**config.mk**
```make
export PLATFORM = sky130hd
export DESIGN_NAME = fbrd_ram
export DESIGN_NICKNAME = d
export VERILOG_FILES = /design/src/design/fbrd_ram.sv
export SDC_FILE = /design/constraint.sdc
export NUM_CORES = 2
export LEC_CHECK = 0
export BUFFER_PORTS_ARGS = -buffer_cell sky130_fd_sc_hd__clkbuf_2
export CAP_MARGIN = 20
export CORE_MARGIN = 2
export CORE_UTILIZATION = 37
export CTS_CLUSTER_DIAMETER = 60
export CTS_CLUSTER_SIZE = 10
export DETAILED_ROUTE_END_ITERATION = 10
export GPL_ROUTABILITY_DRIVEN = 0
export PLACE_DENSITY = 0.53
export SLEW_MARGIN = 20
export SYNTH_ARGS = -nofsm -noshare
export SYNTH_HDL_FRONTEND = slang
export SYNTH_SLANG_ARGS = --single-unit
```
**constraint.sdc**
```tcl
create_clock -name clk -period 4.7 [get_ports clk]
set_input_delay 0.47 -clock clk [delete_from_list [all_inputs] [get_ports clk]]
set_output_delay 0.47 -clock clk [all_outputs]
set_load 0.01 [all_outputs]
```
**src/design/fbrd_ram.sv**
```systemverilog
`timescale 1ns / 1ps
module fbrd_ram #(
    parameter int WIDTH = 8,
    parameter int DEPTH = 256
) (
    input  logic                     clk,
    input  logic                     we,
    input  logic [$clog2(DEPTH)-1:0] waddr,
    input  logic [WIDTH-1:0]         wdata,
    input  logic                     re,
    input  logic [$clog2(DEPTH)-1:0] raddr,
    output logic [WIDTH-1:0]         rdata
);
    logic [WIDTH-1:0] mem [DEPTH];

    always_ff @(posedge clk)
    begin
        if (we)
        begin
            mem[waddr] <= wdata;
        end
        if (re)
        begin
            rdata <= mem[raddr];
        end
    end
endmodule

```
# ---- Yosys cells after proc, flatten, opt, wreduce, memory -nomap -nowiden
# Memories as Yosys holds them, arrays and structs flattened. A register that Yosys moved wholly into a read port is not among the register bits.
# Cells that the tools add are included.
dict set report op_classes {
  muxes 2
}
# operator n
set op_table {}
lappend op_table {{2-to-1 mux 1 bit} 2}
dict set report word_totals {
  n_memories 1
  ram_bits 2048
  elab_cells 3
  register_bits 0
  output_inout_bits 8
  in_bits 27
}
# name depth width rd rd_ports_with_merged_regs wr line_no
set mem_list {}
lappend mem_list {mem 256 8 1 1 1 14} ;# logic [WIDTH-1:0] mem [DEPTH];

# ---- Depth between registers and ports, before layout
dict set report logic_depth {
  ltp_word 2
  ltp_mapped 11
  mapped_depth_nobuf 6
}

# ---- Worst setup path after synthesis
# No wires, ideal clock.
dict set report synth_timing {
  path_kind {input port to flip-flop}
  from {in raddr[0]}
  to {reg rdata[2], read port of mem, data pin}
  setup_slack_ns 2.154
  path_stages 9
  arrival_time_ns 2.277
  setup_ns 0.269
  required_time_ns 4.431
  path_buffers 4
  cell_sequence {buf_6 buf_12 buf_8 buf_2 mux4_2 a22oi_1 a21oi_1 nor4_1 nor4_2}
}
# element line_no
set synth_lines {}
lappend synth_lines {{from (decl)} 11} ;# input logic [$clog2(DEPTH)-1:0] raddr,
lappend synth_lines {{to (decl)} 12} ;# output logic [WIDTH-1:0] rdata

==> impl_metrics.tcl <==
set metrics [dict create \
    wl_um 213700 \
    slew_viol_final 0 \
    synth_flop_cell "edfxtp_1" \
    syn_area_per_cell_um2 21.33 \
    boundaryPins 35 \
    setup_tns_ps 0 \
    postCtsSetupBuffers 0 \
    critPathLaunchType "primary input" \
    die_h_um 467.9 \
    dieArea_mm2 0.2190 \
    finalCriticalPeriod_ps 3094 \
    synth_mux_area_frac 0.1460 \
    hp-class "primary input to flip-flop" \
    drtIter0Drc 4377 \
    met1_usage 0.2773 \
    cp-end-kind "flip-flop" \
    dieWidth_um 467.9 \
    clockBufferDepth 3 \
    p_seq_frac 0.535 \
    drive_above_1_share 0.2425 \
    grt_use_total 0.1955 \
    cts_sinks 2056 \
    crit_arrival_ps 3680 \
    viasPerCell 5.666 \
    finalHoldViolCount 0 \
    slew_headroom 0.2334 \
    drtPass1Iterations 5 \
    cts_resized 0 \
    htreeDepth 4 \
    port_buffers 34 \
    grt_pass1_wl_um 304200 \
    switching_share 0.2177 \
    total_power_mw 37.88 \
    ys_seq_elements 2056 \
    hold_depth 1 \
    critPathRequiredTime_ps 5290 \
    synthCells 3733 \
    yosys_warnings 0 \
    rrSetupSlack_ps 1850 \
    crit_type "primary input to flip-flop" \
    synth_fp_nets 3760 \
    p_int_mw 29.63 \
    reg2reg_depth 6 \
    cts.clk_slew.worst_paths_ps 50 \
    netlist_area_mm2 0.07964 \
    grt_antenna_before_repair 13 \
    grt_pass1_vias 39410 \
    wl_per_cell_um 31.17 \
    power_frac_comb 0.050 \
    gr-total-overflow 0 \
    grt_util_met2 0.3115 \
    vias 38840 \
    hp-start "wdata[1]" \
    fmax_ghz 0.3232 \
    root_buffer "clkbuf_16" \
    maxCapViolCount 0 \
    p_leak_nw 27.67 \
    r2r-start "mem[83][5]" \
    async_flop_share 0 \
    yosysUniqueCellTypes 54 \
    met3_usage 0.02927 \
    dp_hpwl_um 132200 \
    coreArea_mm2 0.2142 \
    reg2reg_to "rdata[5]" \
    setup_violations 0 \
    ant_nets 0 \
    area_delta_synth_final_pct 13.30 \
    rows 170 \
    worst_pin_slew_ps 1150 \
    insertion_delay_ps 890 \
    finalCritPeriodShare 0.6582 \
    cp_max_fo 44 \
    synthSimpleGateAreaFrac 0.02625 \
    power_density_mw_per_mm2 419.8 \
    status "completed" \
    hold_end "mem[82][1]" \
    vdd_drop_max_v 0.0004045 \
    synth-edff-count 2056 \
    rsz0062_at_grt "false" \
    clkPwrFrac 0.415 \
    synth_top_family_by_area "multiplexers" \
    switchingPower_mw 8.247 \
    synth_compound_area_frac 0.03416 \
    fin_worst_skew_ps 58.23 \
    grt_max_degree 142 \
    top_usage_layer "met2" \
    yosysSeqAreaShare 0.7753 \
    drc 0 \
    numCtsBuffers 229 \
    tritoncts "done" \
    synth-xor-area-share 0 \
    layout.nets 4005 \
    start_util 0.3718 \
    synth_fa_ha_area_frac 0 \
]
## power by group through the flow
stage               logic, mW  clock network, mW  registers, mW
floorplan               0.982                  0           20.6
global placement         1.91                  0           20.6
CTS                      1.92               16.0           20.3
detailed placement       1.92                  0           20.6
finish                   1.89               15.7           20.3
global route             2.00               16.7           20.3
## how the worst max path moves through the flow
| stage | slack, ps | endpoint | start |
|---|---|---|---|
| finish | 1610 | rdata[7] | raddr[0] |
| global route | 1460 | rdata[6] | raddr[0] |
| CTS | 1650 | rdata[7] | raddr[0] |
| detailed placement | 680 | rdata[7] | raddr[0] |
| global placement | 660 | rdata[7] | raddr[0] |
| floorplan | 2150 | rdata[2] | raddr[0] |
## cell families after synthesis
kind of cell | Yosys count
AOI/OAI and AO/OA | 385
buffers and inverters | 235
DFF | 2056
muxes | 591
and+or+nand+nor | 466
## registers in the layout, summed over array words and instances (netlist names)
signal / cells
rdata: 8
mem: 2048
## per-layer routing
metal | vias to the layer above | wire length [um]
met4 | 2 | 6905
li1 | 16070 | -
met1 | 21030 | 91750
met2 | 1433 | 102500
met3 | 301 | 12490
met5 | - | 13
## timing repair
item | CTS | global route
setup endpoints to repair | 0 | 0
hold buffers | 1 | 0
endpoints found under the hold margin | 8 | 0
## layout by cell type, fill, tap and decap left out, types with 33 or more instances in the layout
| cell type | instances |
|---|---|
| edfxtp_1 | 2056 |
| mux4_2 | 454 |
| nor2_1 | 279 |
| clkbuf_16 | 229 |
| buf_4 | 190 |
| mux2i_1 | 134 |
| a22oi_1 | 133 |
| a21oi_1 | 96 |
| o221ai_1 | 46 |
| nand3_1 | 34 |
| nand2_1 | 33 |
## cell usage after synthesis, types with 3 or more instances
cell / instances / area share
o21ai_0: 10 / 0.00063
nand2b_1: 8 / 0.00063
edfxtp_1: 2056 / 0.78
buf_2: 31 / 0.0019
buf_6: 21 / 0.0030
o32ai_1: 4 / 0.00044
nand2_1: 33 / 0.0016
mux4_2: 454 / 0.13
buf_8: 13 / 0.0025
a22o_1: 8 / 0.00088
o221ai_1: 46 / 0.0051
buf_4: 27 / 0.0025
o211ai_1: 10 / 0.00094
nor3_1: 22 / 0.0014
nor4_2: 3 / 0.00047
nand4_1: 10 / 0.00079
a22oi_1: 133 / 0.013
o22ai_1: 28 / 0.0022
a211oi_1: 16 / 0.0015
a221oi_1: 13 / 0.0014
or2_2: 4 / 0.00031
clkbuf_1: 111 / 0.0052
nor2_1: 282 / 0.013
nand3_1: 34 / 0.0021
and2_1: 6 / 0.00047
buf_12: 8 / 0.0020
o22a_1: 5 / 0.00055
nor2b_1: 31 / 0.0024
buf_1: 22 / 0.0010
nor4_1: 24 / 0.0019
a21oi_1: 96 / 0.0060
mux2i_1: 134 / 0.017
## per-stage QoR
step                      std cells  instance area [um2]    util  hold WS, ps  worst slack [ps]
after floorplan                3733                79640       -        568.9              2154
after global placement         6584                83950  0.3919        900.0             659.5
after detailed placement       6584                83950  0.3919        899.1             682.9
after CTS                      6851                90220  0.4212        72.72              1647
after global routing           6853                90230  0.4212        98.54              1459
final                          6854                90230  0.4212        98.76              1606
## layout make-up
type | count | area [um2]
Sequential cell | 2056 | 61740
Antenna cell | 3 | 7.507
Inverter | 2 | 7.507
Fill cell | 18410 | 124000
Clock inverter | 29 | 498.0
Multi-Input combinational cell | 1442 | 16490
Timing Repair Buffer | 247 | 2177
Tap cell | 2838 | 3551
Clock buffer | 237 | 5761
## critical path, stage by stage
cell	delay, ps
buf_8	310
buf_12	370
buf_4	290
mux4_2	570
a22oi_1	380
a21oi_1	150
nor4_1	850
nor4_1	150
No activity file was read; power rests on OpenSTA's default activity.
