<file path="config.mk">
export PLATFORM = sky130hd
export DESIGN_NAME = fbrd_seq
export DESIGN_NICKNAME = d
export VERILOG_FILES = /design/src/design/fbrd_pkg.sv /design/src/design/fbrd_seq.sv
export SDC_FILE = /design/constraint.sdc
export NUM_CORES = 1
export LEC_CHECK = 0
export BUFFER_PORTS_ARGS = -buffer_cell sky130_fd_sc_hd__buf_2
export CAP_MARGIN = 20
export CORE_AREA = 2 2 39 41
export CTS_CLUSTER_SIZE = 8
export DETAILED_ROUTE_END_ITERATION = 10
export DIE_AREA = 0 0 41 43
export PLACE_DENSITY = 0.46
export SYNTH_ARGS = -nofsm -noshare
export SYNTH_HDL_FRONTEND = slang
export SYNTH_SLANG_ARGS = --single-unit
</file>
<file path="constraint.sdc">
create_clock -name clk -period 1.7 [get_ports clk]
set_clock_uncertainty 0.05 [all_clocks]
set_input_delay 0.34 -clock clk [delete_from_list [all_inputs] [get_ports clk]]
set_output_delay 0.34 -clock clk [all_outputs]
set_load 0.005 [all_outputs]
</file>
<file path="src/design/fbrd_pkg.sv">
`timescale 1ns / 1ps
package fbrd_pkg;

    localparam int SLOTS     = 256;
    localparam int SLOT_W    = $clog2(SLOTS);
    localparam int CNT_W     = SLOT_W + 1;
    localparam int CYCLE_W   = 32;
    localparam int TAG_W     = 16;
    localparam int REG_W     = 7;
    localparam int POOL_W    = 8;
    localparam int IN_DATA_W  = 56;
    localparam int OUT_DATA_W = 56;

    typedef enum logic [1:0] {
        OP_ALLOC   = 2'd0,
        OP_RETURN  = 2'd1,
        OP_ISSUE   = 2'd2,
        OP_RELEASE = 2'd3
    } op_t;

    typedef enum logic [2:0] {
        S_IDLE,
        S_EXEC,
        S_DCHK,
        S_DRD,
        S_ISS2,
        S_OUT
    } state_t;

    localparam logic CFG_PIPE_DELAY   = 1'b0;
    localparam logic CFG_MAX_REQUESTS = 1'b1;

    typedef struct packed {
        logic fire;
        op_t  op;
        logic in_window;
        logic fifo_nonempty;
        logic mark_hit;
        logic out_free;
    } seq_status_t;

endpackage

</file>
<file path="src/design/fbrd_seq.sv">
`timescale 1ns / 1ps
module fbrd_seq (
    input  logic                 clk,
    input  logic                 rst_n,
    input  fbrd_pkg::seq_status_t status,
    output fbrd_pkg::state_t     state
);
    import fbrd_pkg::*;

    state_t state_reg, state_next;

    always_ff @(posedge clk or negedge rst_n)
    begin
        if (!rst_n)
        begin
            state_reg <= S_IDLE;
        end
        else
        begin
            state_reg <= state_next;
        end
    end

    always_comb
    begin
        state_next = state_reg;
        case (state_reg)
            S_IDLE:
            begin
                if (status.fire)
                begin
                    state_next = S_EXEC;
                end
            end
            S_EXEC:
            begin
                case (status.op)
                    OP_RETURN: state_next = status.in_window ? S_DCHK : S_OUT;
                    OP_ISSUE:  state_next = status.fifo_nonempty ? S_ISS2 : S_OUT;
                    default:   state_next = S_OUT;
                endcase
            end
            S_DCHK:   state_next = status.mark_hit ? S_DRD : S_OUT;
            S_DRD:    state_next = S_DCHK;
            S_ISS2:   state_next = S_OUT;
            S_OUT:
            begin
                if (status.out_free)
                begin
                    state_next = S_IDLE;
                end
            end
            default:  state_next = S_IDLE;
        endcase
    end

    always_comb
    begin
        state = state_reg;
    end
endmodule
</file>
[Word level (Yosys, flattened, before mapping)]
Index checks and enable logic that the tools add are counted.
Operators by class
  reductions and logical operators: 2
  mux-type cells: 7
  eq/ne operators: 9
Operator list (count)
  $pmux W3 S6: 1
  $mux W3: 4
  $eq A3 B2 Y1 const B: 2
  $eq A3 B3 Y1 const B: 2
  $pmux W3 S2: 1
  $ne A2 B2 Y1 const B: 2
  $eq A3 B1 Y1 const B: 1
  $logic_not A3 Y1: 1
  $eq A2 B1 Y1 const B: 1
  $eq A2 B2 Y1 const B: 1
  $reduce_and A2 Y1: 1
  $mux W1: 1
Storage, ports and cells
  logic and storage cells: 19
  register bits after elaboration: 3
  output and inout port bits: 3

[Longest topological paths before layout]
Gate-level depths: netlist of run 1.
  word-level depth: 3
  mapped depth: 5
  gate-level depth less buffers: 5

[Worst setup path before layout of run 1]
Ideal clock, no wire load.
  path kind: input -> register
  start point: input status[4] in the netlist's numbering
  end point: register state_reg[0], in the netlist state[0]
  slack: 303 ps
  library setup time: 140 ps
  path buffers: 0
  data required time: 1510 ps
  cell stages on the path: 5
  arrival time: 1207 ps
  cell sequence: inv_1 ha_1 nand2b_1 a2111oi_0 a311oi_1
On the way
  cells in the longest elaborated chain, start to end: 3
  elaborated cells on any way between the ends: 4
Ends and longest elaborated chain
  start, declared: RTL line fbrd_seq.sv:5  | input fbrd_pkg::seq_status_t status,
  $eq A2 B2 Y1 or $eq A2 B1 Y1 (tied branches): RTL line fbrd_seq.sv:37  | case (status.op)
  $pmux W3 S2 (*): RTL line fbrd_seq.sv:37
  $pmux W3 S6 (*): RTL line fbrd_seq.sv:27  | case (state_reg)
  end signal, assigned: RTL line fbrd_seq.sv:20  | state_reg <= state_next;
  end, declared: RTL line fbrd_seq.sv:10  | state_t state_reg, state_next;
Every way passes the cells marked *; elsewhere a longest branch is shown, timed or not.
A chain may end at the register's enable or synchronous reset.

[Worst setup path after layout of run 1]
Same ends and word-level chain as after synthesis.

==> results by group, run 1 <==
Synth
  – #FFs+latches synth: 3
  – Combinational family with the most area after synthesis: compound AO/OA/AOI/OAI gates
  – Simple logic cell fraction of the synthesized area: 19.8%
  – Post-synthesis mux area share: 0%
  – XOR/XNOR share of the synthesized area: 0%
  – Syn Area/Cell: 8.86 um^2
  – Mapped Nets: 36
  – Post-Synthesis Cells: 25
  – Sequential share of the synthesized area: 33.9%
  – Post-synthesis cell type count: 16
  – Post-Synth Adder-Cell Area: 11.3%
  – Synth warn: 0
  – Cell area after synthesis: 221 um^2
  – Compound-cell area share of the yosys netlist: 26.6%

Critical path
  – FF-to-FF setup slack: 330 ps
  – CP Capture Type: flop
  – Worst endpoint required time: 1740 ps
  – Worst Path Class, Setup: input pin to flop
  – Critical-path maximum fanout: 3
  – WP data arrival: 1430 ps
  – Crit start category: input pin

Outcome
  – Status: finished clean

Drt
  – Via density: 4.23
  – DRT Pass-1 Iters: 2
  – Routed Wire Length: 555 um
  – DRC: 0
  – DR vias: 241
  – Final ANT Viol Nets: 0
  – Iter 0 DRT Violations: 1
  – Avg WL per Cell: 9.74 um

Final layout
  – # nets final: 53
  – N_diodes: 0
  – Final core occ: 24.1%
  – Max reg flops: 3
  – Area Growth Syn to Fin: 50.3%
  – Ratio of cells with drive above 1 in the final layout: 36.6%

Clock tree
  – Clk root buf: clkbuf_4
  – Worst-Skew Late Latency: 230 ps
  – # Post-CTS Setup Buffers: 0
  – Maximum clock insertion buffer count: 2
  – Post_cts resized: 0
  – Clk slew on worst S/H paths: 40 ps
  – CTS tree: built
  – CTS Sinks: 3
  – CTS Buf Count: 3
  – H-tree depth: 1

Global route
  – Largest net degree at the start of global routing: 10
  – All-Layer GR Usage: 8.64%
  – Vias in the first global route: 240
  – First-pass GRT wire length: 938 um
  – Total gr overflow: 0
  – Initial antenna violation count: 0

Pwr
  – VDD IR max: 0.000370 V
  – Leakage power: 0.166 nW
  – Power per Cell Area: 1200 mW/mm^2

Die
  – Die Span Y: 43 um
  – Core area: 0.00138 mm^2
  – Initial core utilization: 16.0%
  – Row count: 14
  – Die area: 0.00176 mm^2
  – I/O Pins: 12
  – Die width: 41 um

STA
  – Fmax: 722 MHz
  – Setup violators final: 0
  – Final min period: 1380 ps
  – Relative slew slack: 71.7%
  – Final hold vios: 0
  – Fin crit share: 81.4%
  – Final Slew Violations: 0
  – RSZ-0062 raised after global routing: no
  – Setup Total Neg Slack: 0 ps
  – Worst slew pin tran: 414 ps

Flow run
  – Max Cap Viol: 0

Place
  – DP HPWL: 423 um
  – Count of input and output buffers: 11
  – Final RePlAce weighted congestion: 0.712

Min path
  – Path category of the worst min-delay check: input pin to flop
[synthesized netlist by cell type]
| master | count | share of area, % |
|---|---|---|
| a211oi_1 | 1 | 3.4 |
| a21oi_1 | 3 | 6.8 |
| ha_1 | 2 | 11 |
| nand4b_1 | 1 | 4.0 |
| dfrtp_1 | 3 | 34 |
| or4_1 | 1 | 3.4 |
| nand2_1 | 1 | 1.7 |
| nor2b_4 | 1 | 6.2 |
| nor2_1 | 1 | 1.7 |
| inv_1 | 5 | 8.5 |
| o311ai_0 | 1 | 4.0 |
| nand2b_1 | 1 | 2.8 |
| a2111oi_0 | 1 | 4.0 |
| o21ai_1 | 1 | 2.3 |
| a311oi_1 | 1 | 4.0 |
| o21ai_0 | 1 | 2.3 |
[final timing paths]
check / start / end / depth (start not counted)
max: status[4] / state[0]$_DFFE_PN0P_ / 6
min: status[0] / state[0]$_DFFE_PN0P_ / 2
max reg2reg: state[0]$_DFFE_PN0P_ / state[2]$_DFFE_PN0P_ / 3
min reg2reg: state[2]$_DFFE_PN0P_ / state[1]$_DFFE_PN0P_ / 1
max in group asynchronous: rst_n / state[2]$_DFFE_PN0P_ / 2
min in group asynchronous: rst_n / state[1]$_DFFE_PN0P_ / 2
[cells by family after synthesis]
logic type      Yosys count
simple gates              6
flops                     3
compound gates            9
buf+inv                   5
fa+ha+maj                 2
[power breakdown]
part	total (mW)	internal (mW)	switching [mW]	leakage (nW)
Clock	0.126	0.0881	0.0384	0.0150
Combinational	0.118	0.0643	0.0536	0.115
Sequential	0.155	0.0976	0.0578	0.0361
Total	0.400	0.250	0.150	0.166
[worst max-delay path: stages]
cell,delay (ps)
buf_2,100
inv_1,40
ha_1,300
nand2b_1,140
a2111oi_0,420
a311oi_1,90
[cell usage in the layout, fill, tap and decap left out, drive strengths merged]
cell type     n
nor2b         1
nor2          1
dlygate4sd3   1
nand4b        1
clkbuf        4
o311ai        1
ha            2
inv           5
dfrtp         3
a21oi         3
a211oi        1
a311oi        1
nand2b        1
buf          11
nand2         1
o21ai         2
a2111oi       1
or4           1
[stage by stage]
stage	instances	hold WS (ps)	power [mW]	instance area, um^2	setup WS [ps]
6_report	57	268	0.400	333	316
5_1_grt	57	280	0.435	333	206
4_1_cts	57	266	0.406	333	323
3_5_place_dp	52	86.6	0.272	297	82.0
3_3_place_gp	52	89.0	0.268	297	130
2_1_floorplan	25	-5.59	0.207	221	303
[what timing repair did]
action                                 CTS  global route
endpoints found under the hold margin    3             0
hold buffers                             1             0
setup endpoints to repair                0             0
[cell type report]
cell class | count | area [um^2]
clock buffer | 4 | 26.3
tap | 16 | 20.0
timing repair buffer | 12 | 65.1
fill | 156 | 1050
multi-input combinational | 17 | 128
inverter | 5 | 18.8
sequential | 3 | 75.1
[layer usage]
layer	vias to the layer above	track usage (%)	routed length (um)
li1	123	-	-
met1	105	11.0	259
met2	11	9.69	240
met3	2	3.14	43
met4	0	10.0	12
met5	-	0	0
Power figures use the tool's default switching activity.
==> run 2: changes to the inputs <==
- clock period: 1.7 -> 1.3 ns (I/O delays scaled with it)
==> run 2 against run 1 <==
  * Sequential power down 8%
  * Worst hold slack worse by 76 ps
  * Core utilization up 2.1 points
  * Via count unchanged
  * Setup slack worse by 270 ps
  * Non-clock buffer count up 3
  * Clock power up 29%
  * Sequential share of layout area down 1.8 points
  * First-iteration DRC count rose to 8.0 times the previous value
  * Die area unchanged
  * Combinational power up 130%
  * Critical endpoint is now state[2]$_DFFE_PN0P_
==> results by group, run 2 (synthesized netlist as in run 1, its figures left out) <==
Outcome
  – Status: finished clean (unchanged)

Global route
  – Initial antenna violation count: 0 (unchanged)
  – Total gr overflow: 0 (unchanged)
  – Met2 Use GR: 11.3% (was 9.69%)
  – Gr busiest metal: met2 (was met1)
  – Vias in the first global route: 250 (was 240)
  – All-Layer GR Usage: 8.03% (was 8.64%)
  – Global routing usage on met3: 1.57% (was 3.14%)
  – Largest net degree at the start of global routing: 9 (was 10)
  – First-pass GRT wire length: 924 um (was 938 um)
  – M1 GR Usage: 9.32% (was 11.0%)

Final layout
  – Commonest non-fill, non-tap cell in the layout: buf_2 (unchanged)
  – Max reg flops: 3 (unchanged)
  – Non-Filler Instances: 60 (was 57)
  – N_diodes: 0 (unchanged)
  – Area Growth Syn to Fin: 63.3% (was 50.3%)
  – Highest-count cells in the layout ignoring fill and taps: 11 x buf_2, 5 x inv_1 (was 11 x buf_2, 5 x inv_1, 3 x a21oi_1, 3 x clkbuf_4, 3 x dfrtp_1)
  – # nets final: 56 (was 53)
  – Ratio of cells with drive above 1 in the final layout: 43.2% (was 36.6%)

Place
  – Cell Count Post-Placement: 55 (was 52)
  – DP HPWL: 442 um (was 423 um)
  – Final RePlAce weighted congestion: 0.623 (was 0.712)
  – Count of input and output buffers: 11 (unchanged)

Critical path
  – Critical Path Max Stage Delay: 550 ps (was 420 ps)
  – Cell count of the worst reg-to-reg path: 3 (unchanged)
  – Worst Path Class, Setup: flop to flop (was input pin to flop)
  – Worst endpoint required time: 1340 ps (was 1740 ps)
  – Worst r2r dst: state[2]$_DFFE_PN0P_ (unchanged)
  – Setup crit end: state[2]$_DFFE_PN0P_ (was state[0]$_DFFE_PN0P_)
  – CP Capture Type: flop (unchanged)
  – WP data arrival: 1300 ps (was 1430 ps)
  – Crit start category: flop (was input pin)
  – Reg2Reg Launch Point: state[1]$_DFFE_PN0P_ (was state[0]$_DFFE_PN0P_)
  – Critical-path maximum fanout: 2 (was 3)
  – FF-to-FF setup slack: 40 ps (was 330 ps)
  – CP cell instances: or4_1, o21ai_1, a21oi_1 (was buf_2, inv_1, ha_1, nand2b_1, a2111oi_0, a311oi_1)
  – CP max stage cell: or4_1 (was a2111oi_0)
  – Start point of the critical path: state[1]$_DFFE_PN0P_ (was status[4])

STA
  – Relative slew slack: 77.4% (was 71.7%)
  – Final Slew Violations: 0 (unchanged)
  – Final hold vios: 0 (unchanged)
  – Fmax: 796 MHz
  – Worst slew pin tran: 335 ps (was 414 ps)
  – Fin crit share: 96.7%
  – Setup violators final: 0 (unchanged)
  – RSZ-0062 raised after global routing: no (unchanged)
  – Final min period: 1260 ps

Die
  – I/O Pins: 12 (unchanged)
  – Die Span Y: 43 um (unchanged)
  – Die width: 41 um (unchanged)
  – Core area: 0.00138 mm^2 (unchanged)
  – Row count: 14 (unchanged)
  – Die area: 0.00176 mm^2 (unchanged)
  – Initial core utilization: 16.0% (unchanged)

Clock tree
  – Maximum clock insertion buffer count: 2 (unchanged)
  – CTS tree: built (unchanged)
  – Post_cts resized: 0 (unchanged)
  – CTS Sinks: 3 (unchanged)
  – Clk slew on worst S/H paths: 40 ps (about the same)
  – Worst-Skew Late Latency: 230 ps (about the same)
  – CTS Buf Count: 3 (unchanged)
  – Clk root buf: clkbuf_4 (unchanged)
  – H-tree depth: 1 (unchanged)

Pwr
  – Clk network pwr share: 28.3% (was 31.6%)
  – VDD IR max: 0.000333 V (was 0.000370 V)
  – Seq pwr share: 24.9% (was 38.9%)
  – Total Power: 0.574 mW (was 0.400 mW)
  – Power per Cell Area: 1590 mW/mm^2 (was 1200 mW/mm^2)
  – Psw: 0.201 mW (was 0.150 mW)
  – Pint: 0.374 mW (was 0.250 mW)
  – Switching Fraction: 34.9% (was 37.5%)
  – Leakage power: 0.182 nW (was 0.166 nW)
  – Logic pwr share: 46.8% (was 29.5%)

Drt
  – Via density: 4.02 (was 4.23)
  – DRC: 0 (unchanged)
  – Iter 0 DRT Violations: 8 (was 1)
  – DRT Pass-1 Iters: 4 (was 2)
  – Routed Wire Length: 546 um (was 555 um)
  – Avg WL per Cell: 9.10 um (was 9.74 um)
  – Final ANT Viol Nets: 0 (unchanged)
  – DR vias: 241 (unchanged)

Min path
  – Path category of the worst min-delay check: input pin to flop (unchanged)

Flow run
  – Max Cap Viol: 0 (unchanged)
-- run 2: cell types whose count changed in the layout (fill, tap and decap cells not counted), sizes merged --
cell | previous run | this run
buf | 11 | 14
-- run 2: per-stage QoR --
step	utilization [%]	cell area (um^2)	TNS, ps	worst slack, ps	hold slack (ps)
6_report	26.1	362	0	43.0	192
5_1_grt	26.1	362	0	6.53	189
4_1_cts	26.1	362	0	45.5	185
3_5_place_dp	23.5	325	-233	-176	7.59
3_3_place_gp	23.5	325	-234	-175	7.13
2_1_floorplan	-	228	0	1.78	-85.6
-- run 2: cell type report --
| class | instances | area, um^2 |
|---|---|---|
| flip-flops and latches | 3 | 75.1 |
| well taps | 16 | 20.0 |
| fillers | 151 | 1020 |
| clock buffers | 4 | 26.3 |
| multi-input cells | 17 | 134 |
| repair buffers | 15 | 87.6 |
| inverters | 5 | 18.8 |
-- run 2: repair_timing --
| item | 4_1_cts | 5_1_grt |
|---|---|---|
| endpoints found under the hold margin | 3 | 0 |
| setup buffers | 0 | 0 |
| setup endpoints to repair | 0 | 1 |
| hold buffers | 1 | 0 |
-- run 2: power by group through the flow --
stage / Combinational [mW] / Sequential, mW / Clock [mW]
CTS: 0.270 / 0.143 / 0.170
floorplan: 0.0958 / 0.186 / 0
global placement: 0.271 / 0.146 / 0
global route: 0.309 / 0.146 / 0.178
detailed placement: 0.266 / 0.144 / 0
finish: 0.269 / 0.143 / 0.163
-- run 2: critical path: cells and delay by family, from the launching register on --
family          cells  cell delay, ps
simple gates        1             550
compound gates      2             150
flops               1             360
-- run 2: worst min-delay path by stage --
stage	endpoint	from	depth (start not counted)
floorplan	state[0]$_DFFE_PN0P_	rst_n	0
global placement	state[0]$_DFFE_PN0P_	rst_n	1
detailed placement	state[0]$_DFFE_PN0P_	rst_n	1
CTS	state[0]$_DFFE_PN0P_	status[0]	2
global route	state[0]$_DFFE_PN0P_	status[0]	2
finish	state[0]$_DFFE_PN0P_	status[0]	2
-- run 2: layer usage --
layer | vias to the layer above | routed length (um) | part of all wire [%]
li1 | 130 | - | -
met1 | 100 | 273 | 50
met3 | 0 | 53 | 9.7
met5 | - | 0 | 0
met2 | 11 | 219 | 40
met4 | 0 | 0 | 0
==> run 3: changes to the inputs <==
- PLACE_DENSITY: 0.46 -> not set
- PLACE_DENSITY_LB_ADDON: not set -> 0.2
==> run 3 against run 2 <==
  * Worst hold slack got worse by 2.8 ps
  * Highest routed layer unchanged
  * Core utilization increased by 0.81 points
  * Final cell count increased by 1.7%
  * First-iteration DRC count decreased by 100%
  * Sequential power about the same
  * Sequential share of layout area decreased by 0.63 points
  * Cell area increased by 3.1%
  * Largest power group unchanged
==> results by group, run 3 (synthesized netlist as in run 1, its figures left out) <==
Die
  – Row count: 14 (unchanged)
  – Die Span Y: 43 um (unchanged)
  – Die width: 41 um (unchanged)
  – Die area: 0.00176 mm^2 (unchanged)
  – I/O Pins: 12 (unchanged)
  – Initial core utilization: 16.0% (unchanged)
  – Core area: 0.00138 mm^2 (unchanged)

Critical path
  – CP Capture Type: flop (unchanged)
  – CP max stage cell: or4_4 (was or4_1)
  – Reg2Reg Launch Point: state[1]$_DFFE_PN0P_ (unchanged)
  – WP data arrival: 1300 ps (about the same)
  – Worst path buffer plus inverter count: 0 (unchanged)
  – Cell count of the worst reg-to-reg path: 3 (unchanged)
  – Critical-path maximum fanout: 2 (unchanged)
  – FF-to-FF setup slack: 50 ps (was 40 ps)
  – Worst Path Class, Setup: flop to flop (unchanged)
  – Worst endpoint required time: 1350 ps (was 1340 ps)
  – Worst r2r dst: state[2]$_DFFE_PN0P_ (unchanged)
  – Critical Path Max Stage Delay: 540 ps (was 550 ps)
  – Crit start category: flop (unchanged)
  – CP cell instances: or4_4, o21ai_1, a21oi_1 (was or4_1, o21ai_1, a21oi_1)
  – Start point of the critical path: state[1]$_DFFE_PN0P_ (unchanged)
  – CP top delay family: simple AND/OR/NAND/NOR gates (unchanged)

Drt
  – DRC: 0 (unchanged)
  – Via density: 4.13 (was 4.02)
  – Iter 0 DRT Violations: 0 (was 8)
  – DR vias: 252 (was 241)
  – Final ANT Viol Nets: 0 (unchanged)
  – Routed Wire Length: 575 um (was 546 um)
  – Avg WL per Cell: 9.43 um (was 9.10 um)
  – DRT Pass-1 Iters: 1 (was 4)

Final layout
  – Ratio of cells with drive above 1 in the final layout: 46.7% (was 43.2%)
  – N_diodes: 0 (unchanged)
  – Max reg flops: 3 (unchanged)
  – Final core occ: 26.9% (was 26.1%)
  – # nets final: 57 (was 56)
  – Highest-count cells in the layout ignoring fill and taps: 11 x buf_2, 5 x inv_1, 4 x buf_4 (was 11 x buf_2, 5 x inv_1)
  – Commonest non-fill, non-tap cell in the layout: buf_2 (unchanged)
  – Area Growth Syn to Fin: 68.4% (was 63.3%)

STA
  – Fin crit share: 96.2% (was 96.7%)
  – Final Slew Violations: 0 (unchanged)
  – Final hold vios: 0 (unchanged)
  – Setup violators final: 0 (unchanged)
  – Fmax: 800 MHz (was 796 MHz)
  – Final worst slack: 49.8 ps (was 43.0 ps)
  – RSZ-0062 raised after global routing: no (unchanged)
  – Worst slew pin tran: 306 ps (was 335 ps)
  – Final min period: 1250 ps (was 1260 ps)
  – Setup Total Neg Slack: 0 ps (unchanged)
  – Relative slew slack: 79.4% (was 77.4%)

Global route
  – Gr busiest metal: met2 (unchanged)
  – Vias in the first global route: 275 (was 250)
  – Initial antenna violation count: 0 (unchanged)
  – M1 GR Usage: 9.27% (was 9.32%)
  – Met2 Use GR: 12.8% (was 11.3%)
  – Total gr overflow: 0 (unchanged)
  – First-pass GRT wire length: 1010 um (was 924 um)
  – Largest net degree at the start of global routing: 9 (unchanged)
  – Global routing usage on met3: 0% (was 1.57%)
  – All-Layer GR Usage: 8.82% (was 8.03%)

Clock tree
  – Worst-Skew Late Latency: 230 ps (about the same)
  – CTS Sinks: 3 (unchanged)
  – CTS tree: built (unchanged)
  – Clk slew on worst S/H paths: 40 ps (about the same)
  – CTS Buf Count: 3 (unchanged)
  – Maximum clock insertion buffer count: 2 (unchanged)
  – Clk root buf: clkbuf_4 (unchanged)
  – H-tree depth: 1 (unchanged)
  – # Post-CTS Setup Buffers: 0 (unchanged)

Place
  – Place WS: -152 ps (was -176 ps)
  – Count of input and output buffers: 11 (unchanged)
  – Final RePlAce weighted congestion: 0.632 (was 0.623)
  – DP HPWL: 497 um (was 442 um)

Pwr
  – Total Power: 0.583 mW (was 0.574 mW)
  – VDD IR max: 0.000273 V (was 0.000333 V)
  – Power per Cell Area: 1560 mW/mm^2 (was 1590 mW/mm^2)
  – Leakage power: 0.188 nW (was 0.182 nW)

Min path
  – Path category of the worst min-delay check: input pin to flop (unchanged)
  – Hold Path Origin: status[0] (unchanged)
  – Hold Path End: state[0]$_DFFE_PN0P_ (unchanged)
  – Hold path cells: 2 (unchanged)

Outcome
  – Status: finished clean (unchanged)

Flow run
  – Max Cap Viol: 0 (unchanged)
-- run 3: changes by cell type in the layout (fill, tap and decap cells not counted), sizes merged --
| cell | previous run | this run |
|---|---|---|
| buf | 14 | 15 |
-- run 3: worst max path at each step --
stage | slack, ps | endpoint | depth (start not counted)
finish | 50 | state[2]$_DFFE_PN0P_ | 3
global route | 0.4 | state[2]$_DFFE_PN0P_ | 3
CTS | 10 | state[2]$_DFFE_PN0P_ | 3
detailed placement | -150 | state[0]$_DFFE_PN0P_ | 6
global placement | -140 | state[0]$_DFFE_PN0P_ | 6
floorplan | 2 | state[0]$_DFFE_PN0P_ | 5
-- run 3: cell type report --
cell class / instances / area, um^2
repair buffers: 16 / 95.1
well taps: 16 / 20.0
clock buffers: 4 / 26.3
multi-input cells: 17 / 138
fillers: 160 / 1010
inverters: 5 / 18.8
flip-flops and latches: 3 / 75.1
-- run 3: per-stage QoR --
stage | cell area (um^2) | std cells | hold slack (ps)
finish | 373 | 61 | 189
CTS | 369 | 61 | 184
detailed placement | 333 | 56 | 9.58
global placement | 333 | 56 | 9.15
floorplan | 228 | 25 | -85.6
global route | 373 | 61 | 184
-- run 3: report_power, final --
part / internal (mW) / switching [mW] / total (mW)
Clock: 0.115 / 0.0480 / 0.163
Combinational: 0.137 / 0.137 / 0.274
Sequential: 0.128 / 0.0177 / 0.146
-- run 3: metal layers --
metal | up-vias | share of wire, %
met4 | 0 | 0
met2 | 7 | 55
met5 | - | 0
met3 | 0 | 4.5
met1 | 113 | 40
li1 | 132 | -
-- run 3: repair_timing --
item	4_1_cts	5_1_grt
setup endpoints to repair	0	1
resized for setup	0	1
hold buffers	1	0
endpoints found under the hold margin	3	0
